==> config.mk <==
export PLATFORM = sky130hd
export DESIGN_NAME = nearest_scale_flip_rgb565
export DESIGN_NICKNAME = d
export VERILOG_FILES = /design/src/rtl/core/nsf_pkg.sv /design/src/rtl/core/nearest_scale_flip_rgb565.sv
export SDC_FILE = /design/constraint.sdc
export NUM_CORES = 2
export LEC_CHECK = 0
export BUFFER_PORTS_ARGS = -buffer_cell sky130_fd_sc_hd__buf_2
export CAP_MARGIN = 0
export CORE_MARGIN = 4
export CORE_UTILIZATION = 55
export DETAILED_ROUTE_END_ITERATION = 6
export PLACE_DENSITY = 0.71
export SETUP_SLACK_MARGIN = 0.15
export SLEW_MARGIN = 40
export SYNTH_ARGS = -nofsm -noshare
export SYNTH_HDL_FRONTEND = slang
export SYNTH_SLANG_ARGS = --single-unit
export TNS_END_PERCENT = 50
==> constraint.sdc <==
create_clock -name aclk -period 10.1 [get_ports aclk]
set_input_delay 2.02 -clock aclk [delete_from_list [all_inputs] [get_ports aclk]]
set_output_delay 2.02 -clock aclk [all_outputs]
set_load 0.03 [all_outputs]
==> src/rtl/core/nsf_pkg.sv <==
// ============================================================================
// nsf_pkg
// Shared constants, stage types and helper functions of the nearest-neighbor
// scaler with vertical flip for RGB565 pixel streams.
// ============================================================================
package nsf_pkg;

    // Largest frame or panel dimension; clamped dimensions saturate here.
    localparam int MAX_DIM   = 2048;

    localparam int COORD_W   = 11;
    localparam int PIX_W     = 16;
    localparam int IDX_W     = 22;
    localparam int CFG_W     = 12;
    localparam int CFG_IDX_W = 3;

    // A clamped dimension holds 1 .. MAX_DIM.
    localparam int DIM_W     = $clog2(MAX_DIM + 1);
    // A scaled coordinate stays below the source dimension.
    localparam int Q_W       = $clog2(MAX_DIM);
    localparam int PROD_W    = COORD_W + DIM_W;
    localparam int SP_W      = 2 * DIM_W;

    localparam int IN_TDATA_W  = 40;
    localparam int OUT_TDATA_W = 64;

    typedef enum logic [CFG_IDX_W-1:0] {
        REG_SRC_WIDTH    = 3'd0,
        REG_SRC_HEIGHT   = 3'd1,
        REG_PANEL_WIDTH  = 3'd2,
        REG_PANEL_HEIGHT = 3'd3,
        REG_SWAP_RB      = 3'd4
    } cfg_reg_t;

    // Input register stage.
    typedef struct packed {
        logic [COORD_W-1:0] px;
        logic [COORD_W-1:0] py;
        logic [PIX_W-1:0]   pix;
    } front_t;

    // Products of the coordinates with the dimensions.
    typedef struct packed {
        logic [PROD_W-1:0]  prod_x;
        logic [PROD_W-1:0]  prod_y;
        logic [PROD_W-1:0]  prod_p;
        logic [COORD_W-1:0] px;
        logic [PIX_W-1:0]   pix;
        logic               oor;
    } mul_t;

    // One step of the two restoring dividers.
    typedef struct packed {
        logic [PROD_W-1:0] num_x;
        logic [DIM_W-1:0]  rem_x;
        logic [Q_W-1:0]    q_x;
        logic [PROD_W-1:0] num_y;
        logic [DIM_W-1:0]  rem_y;
        logic [Q_W-1:0]    q_y;
        logic [IDX_W-1:0]  pidx;
        logic [PIX_W-1:0]  pix;
        logic              oor;
    } div_t;

    // Flipped source row.
    typedef struct packed {
        logic [DIM_W-1:0] row;
        logic [Q_W-1:0]   q_x;
        logic [IDX_W-1:0] pidx;
        logic [PIX_W-1:0] pix;
        logic             oor;
    } row_t;

    // Row times source width.
    typedef struct packed {
        logic [SP_W-1:0]  prod_s;
        logic [Q_W-1:0]   q_x;
        logic [IDX_W-1:0] pidx;
        logic [PIX_W-1:0] pix;
        logic             oor;
    } idx_t;

    // Output register.
    typedef struct packed {
        logic [IDX_W-1:0] sidx;
        logic [IDX_W-1:0] pidx;
        logic [PIX_W-1:0] pix;
        logic             oor;
    } out_t;

    // A zero dimension counts as one, a large one saturates at MAX_DIM.
    function automatic logic [DIM_W-1:0] clamp_dim(input logic [CFG_W-1:0] v);
        logic [DIM_W-1:0] r;
        if (v == '0) begin
            r = DIM_W'(1);
        end else if (32'(v) > MAX_DIM) begin
            r = DIM_W'(MAX_DIM);
        end else begin
            r = DIM_W'(v);
        end
        return r;
    endfunction

    // Exchange the red field (bits 15..11) and the blue field (bits 4..0).
    function automatic logic [PIX_W-1:0] swap_red_blue(input logic [PIX_W-1:0] p);
        return {p[4:0], p[10:5], p[15:11]};
    endfunction

endpackage

==> src/rtl/core/nearest_scale_flip_rgb565.sv <==
// ============================================================================
// nearest_scale_flip_rgb565
// Maps panel pixel positions to source frame positions by nearest-neighbor
// scaling with a vertical flip, and passes an RGB565 pixel through.
// ============================================================================
//
// Usage: each transfer on the s_ channel carries one panel position and the
// RGB565 pixel that goes with it. The block returns, on the m_ channel, the
// flat index of the source pixel (flipped row times source width plus
// column), the flat panel index, the pixel with red and blue optionally
// swapped, and in m_tuser a flag for positions outside the panel, for which
// both indices are zero.
// The cfg_ channel writes the five dimension and mode registers; it is always
// ready, and must be used only while no pixel is in flight, which the block
// does not enforce. The pipeline holds 16 register stages: input register,
// multiply, eleven divider steps (one quotient bit each for the column and
// row quotients), row flip, row multiply, output.
// Throughput is one pixel per clock while the receiver keeps m_tready high.
// Every stage carries its own valid bit and holds while the stage after it
// is full and stalled, so a stalled receiver only blocks s_tready once the
// whole pipeline has filled; empty stages keep taking data in the meantime.
// Reset clears all valid bits and loads the registers with 320 x 240 source,
// 240 x 320 panel and no red/blue swap.
module nearest_scale_flip_rgb565 (
    input  logic                                 aclk,
    input  logic                                 aresetn,

    input  logic                                 cfg_valid,
    output logic                                 cfg_ready,
    input  logic [nsf_pkg::CFG_IDX_W-1:0]        cfg_index,
    input  logic [nsf_pkg::CFG_W-1:0]            cfg_data,

    input  logic                                 s_tvalid,
    output logic                                 s_tready,
    // Fields from bit 0 up: panel_x[10:0], panel_y[21:11], src_pixel[37:22],
    // zero padding[39:38].
    input  logic [nsf_pkg::IN_TDATA_W-1:0]       s_tdata,

    output logic                                 m_tvalid,
    input  logic                                 m_tready,
    // Fields from bit 0 up: src_index[21:0], panel_index[43:22],
    // pixel_out[59:44], zero padding[63:60].
    output logic [nsf_pkg::OUT_TDATA_W-1:0]      m_tdata,
    // Fields from bit 0 up: out_of_range[0].
    output logic                                 m_tuser
);

    localparam int Q_W      = nsf_pkg::Q_W;
    localparam int DIM_W    = nsf_pkg::DIM_W;
    localparam int PROD_W   = nsf_pkg::PROD_W;
    localparam int SP_W     = nsf_pkg::SP_W;
    localparam int IDX_W    = nsf_pkg::IDX_W;
    localparam int COORD_W  = nsf_pkg::COORD_W;
    localparam int PIX_W    = nsf_pkg::PIX_W;
    // Stage numbering: input, multiply, divider steps, flip, row multiply, out.
    localparam int ST_MUL   = 1;
    localparam int ST_DIV0  = 2;
    localparam int ST_ROW   = ST_DIV0 + Q_W;
    localparam int ST_IDX   = ST_ROW + 1;
    localparam int ST_OUT   = ST_IDX + 1;
    localparam int NS       = ST_OUT + 1;
    localparam int OUT_PAD  = nsf_pkg::OUT_TDATA_W - 2 * IDX_W - PIX_W;

    // ------------------------------------------------------------------
    // Configuration registers
    // ------------------------------------------------------------------
    logic [nsf_pkg::CFG_W-1:0] src_width_reg;
    logic [nsf_pkg::CFG_W-1:0] src_height_reg;
    logic [nsf_pkg::CFG_W-1:0] panel_width_reg;
    logic [nsf_pkg::CFG_W-1:0] panel_height_reg;
    logic                      swap_rb_reg;

    assign cfg_ready = 1'b1;

    always_ff @(posedge aclk) begin
        if (!aresetn) begin
            src_width_reg    <= nsf_pkg::CFG_W'(320);
            src_height_reg   <= nsf_pkg::CFG_W'(240);
            panel_width_reg  <= nsf_pkg::CFG_W'(240);
            panel_height_reg <= nsf_pkg::CFG_W'(320);
            swap_rb_reg      <= 1'b0;
        end else if (cfg_valid && cfg_ready) begin
            unique case (nsf_pkg::cfg_reg_t'(cfg_index))
                nsf_pkg::REG_SRC_WIDTH:    src_width_reg    <= cfg_data;
                nsf_pkg::REG_SRC_HEIGHT:   src_height_reg   <= cfg_data;
                nsf_pkg::REG_PANEL_WIDTH:  panel_width_reg  <= cfg_data;
                nsf_pkg::REG_PANEL_HEIGHT: panel_height_reg <= cfg_data;
                nsf_pkg::REG_SWAP_RB:      swap_rb_reg      <= cfg_data[0];
                default: begin
                    // Writes to unused indexes are dropped.
                end
            endcase
        end
    end

    // Configuration must change only while the pipeline is empty (the block
    // does not enforce it); stages read clamped dimensions, not carried ones.
    logic [DIM_W-1:0] sw, sh, pw, ph;
    assign sw = nsf_pkg::clamp_dim(src_width_reg);
    assign sh = nsf_pkg::clamp_dim(src_height_reg);
    assign pw = nsf_pkg::clamp_dim(panel_width_reg);
    assign ph = nsf_pkg::clamp_dim(panel_height_reg);

    // ------------------------------------------------------------------
    // Flow control: a stage may load when it is empty or when the stage
    // after it loads in the same cycle.
    // ------------------------------------------------------------------
    logic [NS-1:0] vld_reg;
    logic [NS-1:0] adv;

    always_comb begin
        adv[NS-1] = !vld_reg[NS-1] || m_tready;
        for (int k = NS - 2; k >= 0; k--) begin
            adv[k] = !vld_reg[k] || adv[k+1];
        end
    end

    assign s_tready = adv[0];

    always_ff @(posedge aclk) begin
        if (!aresetn) begin
            vld_reg <= '0;
        end else begin
            if (adv[0]) begin
                vld_reg[0] <= s_tvalid;
            end
            for (int k = 1; k < NS; k++) begin
                if (adv[k]) begin
                    vld_reg[k] <= vld_reg[k-1];
                end
            end
        end
    end

    // ------------------------------------------------------------------
    // Input stage: unpack and apply the optional red/blue swap.
    // ------------------------------------------------------------------
    nsf_pkg::front_t front_reg, front_next;

    always_comb begin
        front_next.px  = s_tdata[COORD_W-1:0];
        front_next.py  = s_tdata[2*COORD_W-1:COORD_W];
        front_next.pix = swap_rb_reg
                       ? nsf_pkg::swap_red_blue(s_tdata[2*COORD_W+PIX_W-1:2*COORD_W])
                       : s_tdata[2*COORD_W+PIX_W-1:2*COORD_W];
    end

    always_ff @(posedge aclk) begin
        if (adv[0]) begin
            front_reg <= front_next;
        end
    end

    // ------------------------------------------------------------------
    // Multiply stage: scaled numerators, panel row offset, range check.
    // ------------------------------------------------------------------
    nsf_pkg::mul_t mul_reg, mul_next;

    always_comb begin
        mul_next.prod_x = PROD_W'(front_reg.px) * PROD_W'(sw);
        mul_next.prod_y = PROD_W'(front_reg.py) * PROD_W'(sh);
        mul_next.prod_p = PROD_W'(front_reg.py) * PROD_W'(pw);
        mul_next.px     = front_reg.px;
        mul_next.pix    = front_reg.pix;
        mul_next.oor    = (PROD_W'(front_reg.px) >= PROD_W'(pw))
                       || (PROD_W'(front_reg.py) >= PROD_W'(ph));
    end

    always_ff @(posedge aclk) begin
        if (adv[ST_MUL]) begin
            mul_reg <= mul_next;
        end
    end

    // ------------------------------------------------------------------
    // Divider: restoring division, one quotient bit per stage, for the
    // column (divisor panel width) and the row (divisor panel height).
    // For an in-range position the quotient is below the source dimension,
    // so the numerator bits above the quotient width start as a remainder
    // that is already smaller than the divisor.
    // ------------------------------------------------------------------
    nsf_pkg::div_t div_in   [Q_W];
    nsf_pkg::div_t div_next [Q_W];
    nsf_pkg::div_t div_reg  [Q_W];

    for (genvar j = 0; j < Q_W; j++) begin : g_div
        if (j == 0) begin : g_first
            always_comb begin
                div_in[j].num_x = mul_reg.prod_x;
                div_in[j].rem_x = DIM_W'(mul_reg.prod_x >> Q_W);
                div_in[j].q_x   = '0;
                div_in[j].num_y = mul_reg.prod_y;
                div_in[j].rem_y = DIM_W'(mul_reg.prod_y >> Q_W);
                div_in[j].q_y   = '0;
                div_in[j].pidx  = IDX_W'(mul_reg.prod_p + PROD_W'(mul_reg.px));
                div_in[j].pix   = mul_reg.pix;
                div_in[j].oor   = mul_reg.oor;
            end
        end else begin : g_chain
            assign div_in[j] = div_reg[j-1];
        end

        logic [DIM_W:0] trial_x, trial_y;
        logic           ge_x, ge_y;

        always_comb begin
            trial_x = {div_in[j].rem_x, div_in[j].num_x[Q_W-1-j]};
            trial_y = {div_in[j].rem_y, div_in[j].num_y[Q_W-1-j]};
            ge_x    = trial_x >= {1'b0, pw};
            ge_y    = trial_y >= {1'b0, ph};

            div_next[j]       = div_in[j];
            div_next[j].rem_x = ge_x ? DIM_W'(trial_x - {1'b0, pw}) : DIM_W'(trial_x);
            div_next[j].rem_y = ge_y ? DIM_W'(trial_y - {1'b0, ph}) : DIM_W'(trial_y);
            div_next[j].q_x   = {div_in[j].q_x[Q_W-2:0], ge_x};
            div_next[j].q_y   = {div_in[j].q_y[Q_W-2:0], ge_y};
        end

        always_ff @(posedge aclk) begin
            if (adv[ST_DIV0+j]) begin
                div_reg[j] <= div_next[j];
            end
        end
    end

    // ------------------------------------------------------------------
    // Flip stage: the source frame is stored bottom-up.
    // ------------------------------------------------------------------
    nsf_pkg::row_t row_reg, row_next;

    always_comb begin
        row_next.row  = DIM_W'(sh - DIM_W'(1) - DIM_W'(div_reg[Q_W-1].q_y));
        row_next.q_x  = div_reg[Q_W-1].q_x;
        row_next.pidx = div_reg[Q_W-1].pidx;
        row_next.pix  = div_reg[Q_W-1].pix;
        row_next.oor  = div_reg[Q_W-1].oor;
    end

    always_ff @(posedge aclk) begin
        if (adv[ST_ROW]) begin
            row_reg <= row_next;
        end
    end

    // ------------------------------------------------------------------
    // Row multiply stage.
    // ------------------------------------------------------------------
    nsf_pkg::idx_t idx_reg, idx_next;

    always_comb begin
        idx_next.prod_s = SP_W'(row_reg.row) * SP_W'(sw);
        idx_next.q_x    = row_reg.q_x;
        idx_next.pidx   = row_reg.pidx;
        idx_next.pix    = row_reg.pix;
        idx_next.oor    = row_reg.oor;
    end

    always_ff @(posedge aclk) begin
        if (adv[ST_IDX]) begin
            idx_reg <= idx_next;
        end
    end

    // ------------------------------------------------------------------
    // Output stage: add the column, mask to the index width, and zero both
    // indices for positions outside the panel.
    // ------------------------------------------------------------------
    nsf_pkg::out_t out_reg, out_next;

    always_comb begin
        out_next.sidx = idx_reg.oor ? '0
                      : IDX_W'((SP_W + 1)'(idx_reg.prod_s) + (SP_W + 1)'(idx_reg.q_x));
        out_next.pidx = idx_reg.oor ? '0 : idx_reg.pidx;
        out_next.pix  = idx_reg.pix;
        out_next.oor  = idx_reg.oor;
    end

    always_ff @(posedge aclk) begin
        if (adv[ST_OUT]) begin
            out_reg <= out_next;
        end
    end

    assign m_tvalid = vld_reg[NS-1];
    assign m_tdata  = {{OUT_PAD{1'b0}}, out_reg.pix, out_reg.pidx, out_reg.sidx};
    assign m_tuser  = out_reg.oor;

endmodule

After elaboration in Yosys (flattened, before gate mapping)
Memories as Yosys holds them, arrays and structs flattened. Cells that the tools add are included. W data, S select, Z words.

$add $sub $neg: 26. Reduce and logical (&&, ||, !) cells: 43. Multiply operators: 4. Magnitude comparators: 28. Muxes and demuxes: 53. Equal/unequal tests: 4.

Operators by type and width (number): $mux W12 (30); $ge A13 B12 Y1 (22); $sub A12 B12 Y12 (22); $gt A12 B12 Y1 const B (4); $logic_not A12 Y1 (4); $mul A11 B12 Y23 (2); $add A22 B11 Y22 (2); $ge A11 B12 Y1 (2); $mul A11 B12 Y22 (1); $mul A12 B12 Y22 (1); $mux W1 (22); $logic_or A1 B1 Y1 (17); $logic_not A1 Y1 (16); $mux W16 (1); $sub A12 B1 Y12 const B (1); $sub A12 B11 Y12 (1); $reduce_and A2 Y1 (5); $eq A3 B2 Y1 const B (2); $eq A3 B1 Y1 const B (1); $eq A3 B3 Y1 const B (1); $logic_not A3 Y1 (1).

Word-level logic and storage cells: 203. Input port bits: 60. Memories kept: 1. Bits in writable memories: 1441. Output and inout port bits: 68. Register bits: 394.

Memory list: div_reg (depth 11, bits a word 131, rd ports 11, clocked after memory_dff 0, wr ports 11, line nearest_scale_flip_rgb565.sv:184) `nsf_pkg::div_t div_reg [Q_W];`.

Depth between registers and ports, before layout
Depth after elaboration: 17. Depth in mapped cells: 24. Mapped depth without buffers: 23.

Least setup slack after synthesis
No wires, ideal clock.

Kind: input to output. Start point: in m_tready. End point: out s_tready. Data required time: 8.080 ns. Stages on the path: 9. Buffers on the path: 0. Setup slack: 0.577 ns. Data arrival time: 7.503 ns. Path through: and2b_1 -> inv_1 -> nor2_1 -> and3_1 -> inv_1 -> nor3_1 -> and2_0 -> and3_1 -> nand2_1.

Longest elaborated chain between the ends: 16.

Ends and longest elaborated chain: from (decl) (line nearest_scale_flip_rgb565.sv:40) `input logic m_tready,`; $logic_or A1 B1 Y1 (line nearest_scale_flip_rgb565.sv:112) `adv[NS-1] = !vld_reg[NS-1] || m_tready;`; net adv[15] (line nearest_scale_flip_rgb565.sv:109) `logic [NS-1:0] adv;`; $logic_or A1 B1 Y1 (6 in a row) (line nearest_scale_flip_rgb565.sv:114) `adv[k] = !vld_reg[k] || adv[k+1];`; net adv[9] (line nearest_scale_flip_rgb565.sv:109); $logic_or A1 B1 Y1 (9 in a row) (line nearest_scale_flip_rgb565.sv:114); to (decl) (line nearest_scale_flip_rgb565.sv:34) `output logic s_tready,`.

The timed path passes the listed nets, and every way through them passes these cells.

Worst setup path after layout
Ends and elaborated chain as after synthesis.

==> results.yml <==
run_status:
  status: "complete, no violations"
clock_network:
  cts_buffers: 134
  clock_path_buffers: 3
  path_clk_slew_ns: 0.06
  postCtsResizedCells: 0
  htree_levels: 4
  cts_tree: "done"
  insertion_delay_ns: 0.76
  numClockSinks: 1305
  cts_setup_buffers: 0
  postCtsHoldBufs: 0
  clockRootBuffer: "clkbuf_16"
yosys:
  synth-async-reset-ratio: 0
  synth-seq-cells: 1305
  ys.flop_type: "edfxtp_1"
  yosysSeqAreaShare: 0.526
  synthDistinctLibCells: 83
  synth_edf_count: 1240
  synthCells: 5847
  syn-mean-instance-area_um2: 12.5
  ys.warnings.count: 0
  netlist_area_um2: 73300
global_route:
  top_usage_layer: "met2"
  use_met1: 0.287
  grt_remaining_overflow: 0
  grt_pass1_vias: 45500
  antenna_found_initial: 5
  grt_pass1_wl_mm: 238
  grtUsageMet3: 0.0362
  gr-usage-met2: 0.358
  grt_max_degree: 73
  gr-usage-all-layers: 0.214
floorplan:
  start_util: 0.555
  rows: 133
  fp.coreArea_um2: 132000
  dieArea_um2: 139000
  die_width_um: 373
  ios: 128
  die_h_um: 373
final_layout:
  largest_register_ffs: 911
  final_core_util: 0.612
  drive_gt1_frac: 0.0959
  area.growth.synth_to_final_pct: 10.2
  nNetsFinal: 7012
  stdcell_area_um2: 80700
placement:
  place_area_um2: 76100
  port_buffers: 120
  globalplace.congestion: 0.878
  pre_cts_ws_ns: 2.60
  hpwl_mm: 104
timing:
  relSlewSlack: 0.392
  finalMaxSlewViolations: 0
  setup_viol: 0
  rsz0062_at_grt: "no"
  worst_pin_slew_ns: 0.912
  fin_hold_ws_ns: 0.382
  fmax_mhz: 133
  final.setup.worst_slack_ns: 2.58
  period_needed_ns: 7.52
  tns_ns: 0
  post-route-period-util: 0.745
  skew_ns: 0.0492
  final_hold_viol_count: 0
setup_path:
  endpoint_kind: "output pin"
  crit_arrival_ns: 5.50
  critPathMaxStageDelay_ns: 0.50
  critPathMaxFanout: 26
  path_class: "primary input to output pin"
  cp_slowest_cell: "clkinv_2"
  required_ns: 8.08
  crit_buf_inv: 4
  crit_family: "simple AND/OR/NAND/NOR gates"
  worstPathCellList: "buf_2, and2b_1, inv_2, nor2_1, and3_1, clkinv_2, nor3_1, and2_0, and3_1, nand2_2, buf_2"
  cp-start-kind: "primary input"
detailed_routing:
  routed-via-count: 43700
  firstDrtPassIters: 6
  avgRoutedWirePerCell_um: 18.7
  vias_per_cell: 5.55
  routed_wl_mm: 147
  drtIter0Drc: 2808
  drtAntennaViolNets: 0
  drc: 0
power:
  p_per_area_nw_per_um2: 271
  p_leak_uw: 0.0342
  ir_drop_mv: 0.229
job:
  maxCapViolations: 0
worst_hold_path:
  hold_path.class: "flip-flop to flip-flop"
-- path summary, 6_finish.rpt --
path / from / to / slack (ns) / depth (start not counted)
worst max-delay path: m_tready / s_tready / 2.58 / 11
worst min register to register: div_in[1427]$_DFFE_PP_ / div_reg[0][117]$_DFFE_PP_ / 0.38 / 0
worst min-delay path: div_in[1427]$_DFFE_PP_ / div_reg[0][117]$_DFFE_PP_ / 0.38 / 0
worst max register to register: src_height_reg[1]$_SDFFE_PN0P_ / div_in[1371]$_DFFE_PP_ / 3.61 / 21
-- report_power, final --
group	total (µW)	switching, µW	internal, µW
clock network	5050	2110	2930
logic	7980	4410	3560
registers	8840	751	8090
total	21900	7280	14600
-- cells in the mapped netlist (49+ instances only) --
cell type | n | area share
nand3_1 | 58 | 0.0040
nand2b_1 | 63 | 0.0054
a21oi_1 | 226 | 0.015
xnor2_1 | 192 | 0.023
clkbuf_1 | 139 | 0.0071
edfxtp_1 | 1240 | 0.51
and2_1 | 237 | 0.020
inv_1 | 608 | 0.031
mux2_2 | 126 | 0.019
xor2_1 | 84 | 0.010
a21o_1 | 103 | 0.011
dfxtp_1 | 65 | 0.018
o21a_1 | 71 | 0.0073
ha_1 | 552 | 0.094
nor3_1 | 89 | 0.0061
nor2b_1 | 123 | 0.011
nor2_1 | 236 | 0.012
nand4_1 | 49 | 0.0042
nand2_1 | 592 | 0.030
fa_1 | 388 | 0.11
o21ai_0 | 217 | 0.015
-- layout make-up --
type	instances	area, µm²
Multi-Input combinational cell	3771	31900
Antenna cell	2	5.00
Timing Repair Buffer	192	1250
Sequential cell	1305	38500
Clock buffer	167	3520
Tap cell	1755	2200
Fill cell	10100	51200
Inverter	608	2290
Clock inverter	76	1030
-- metal layers --
metal | part of all wire | up-vias
met5 | 0 | -
met4 | 0.029 | 0
met3 | 0.058 | 256
met2 | 0.48 | 1146
met1 | 0.43 | 21500
li1 | - | 20800
-- logic make-up after synthesis --
family                   synth area share
AND/OR/NAND/NOR                     0.101
flip-flops                          0.526
adder cells (fa/ha/maj)             0.200
AO/OA/AOI/OAI                      0.0757
buffers and inverters              0.0405
XOR/XNOR                           0.0330
multiplexers                       0.0229
other                            0.000103
-- stage by stage --
stage / instances / power [µW]
finish: 7876 / 21900
global route: 7875 / 23400
CTS: 7871 / 22000
global placement: 7618 / 16500
detailed placement: 7628 / 16800
floorplan: 5850 / 14900
-- placed cells by master (no fill, tap or decap), types with 12 or more instances in the layout --
master | synthesis | final
bufinv_16 | 0 | 16
edfxtp_1 | 1240 | 1240
a21o_1 | 103 | 103
xnor2_1 | 192 | 192
o31ai_1 | 19 | 19
and3_1 | 16 | 16
nor2b_1 | 123 | 110
a2111oi_0 | 16 | 16
clkbuf_16 | 0 | 135
clkinv_1 | 0 | 18
mux2i_1 | 26 | 26
o21ai_0 | 217 | 217
nand2_1 | 592 | 583
a221oi_1 | 12 | 12
and2_1 | 237 | 237
inv_1 | 608 | 597
o21bai_1 | 28 | 28
buf_4 | 5 | 55
clkbuf_1 | 139 | 30
fa_1 | 388 | 388
xor2_1 | 84 | 84
nor3_1 | 89 | 89
nor2_1 | 236 | 232
a21oi_1 | 226 | 226
mux2_2 | 126 | 126
nand4_1 | 49 | 49
nor4_1 | 14 | 14
buf_2 | 17 | 119
dfxtp_1 | 65 | 62
nand2b_1 | 63 | 63
or3_1 | 16 | 16
a31oi_1 | 13 | 13
a211oi_1 | 19 | 19
clkinv_2 | 0 | 25
nor2b_2 | 0 | 13
a21boi_0 | 43 | 43
nand3_1 | 58 | 57
o211ai_1 | 13 | 13
ha_1 | 552 | 552
o21a_1 | 71 | 71
Power figures use the tool's default switching activity.
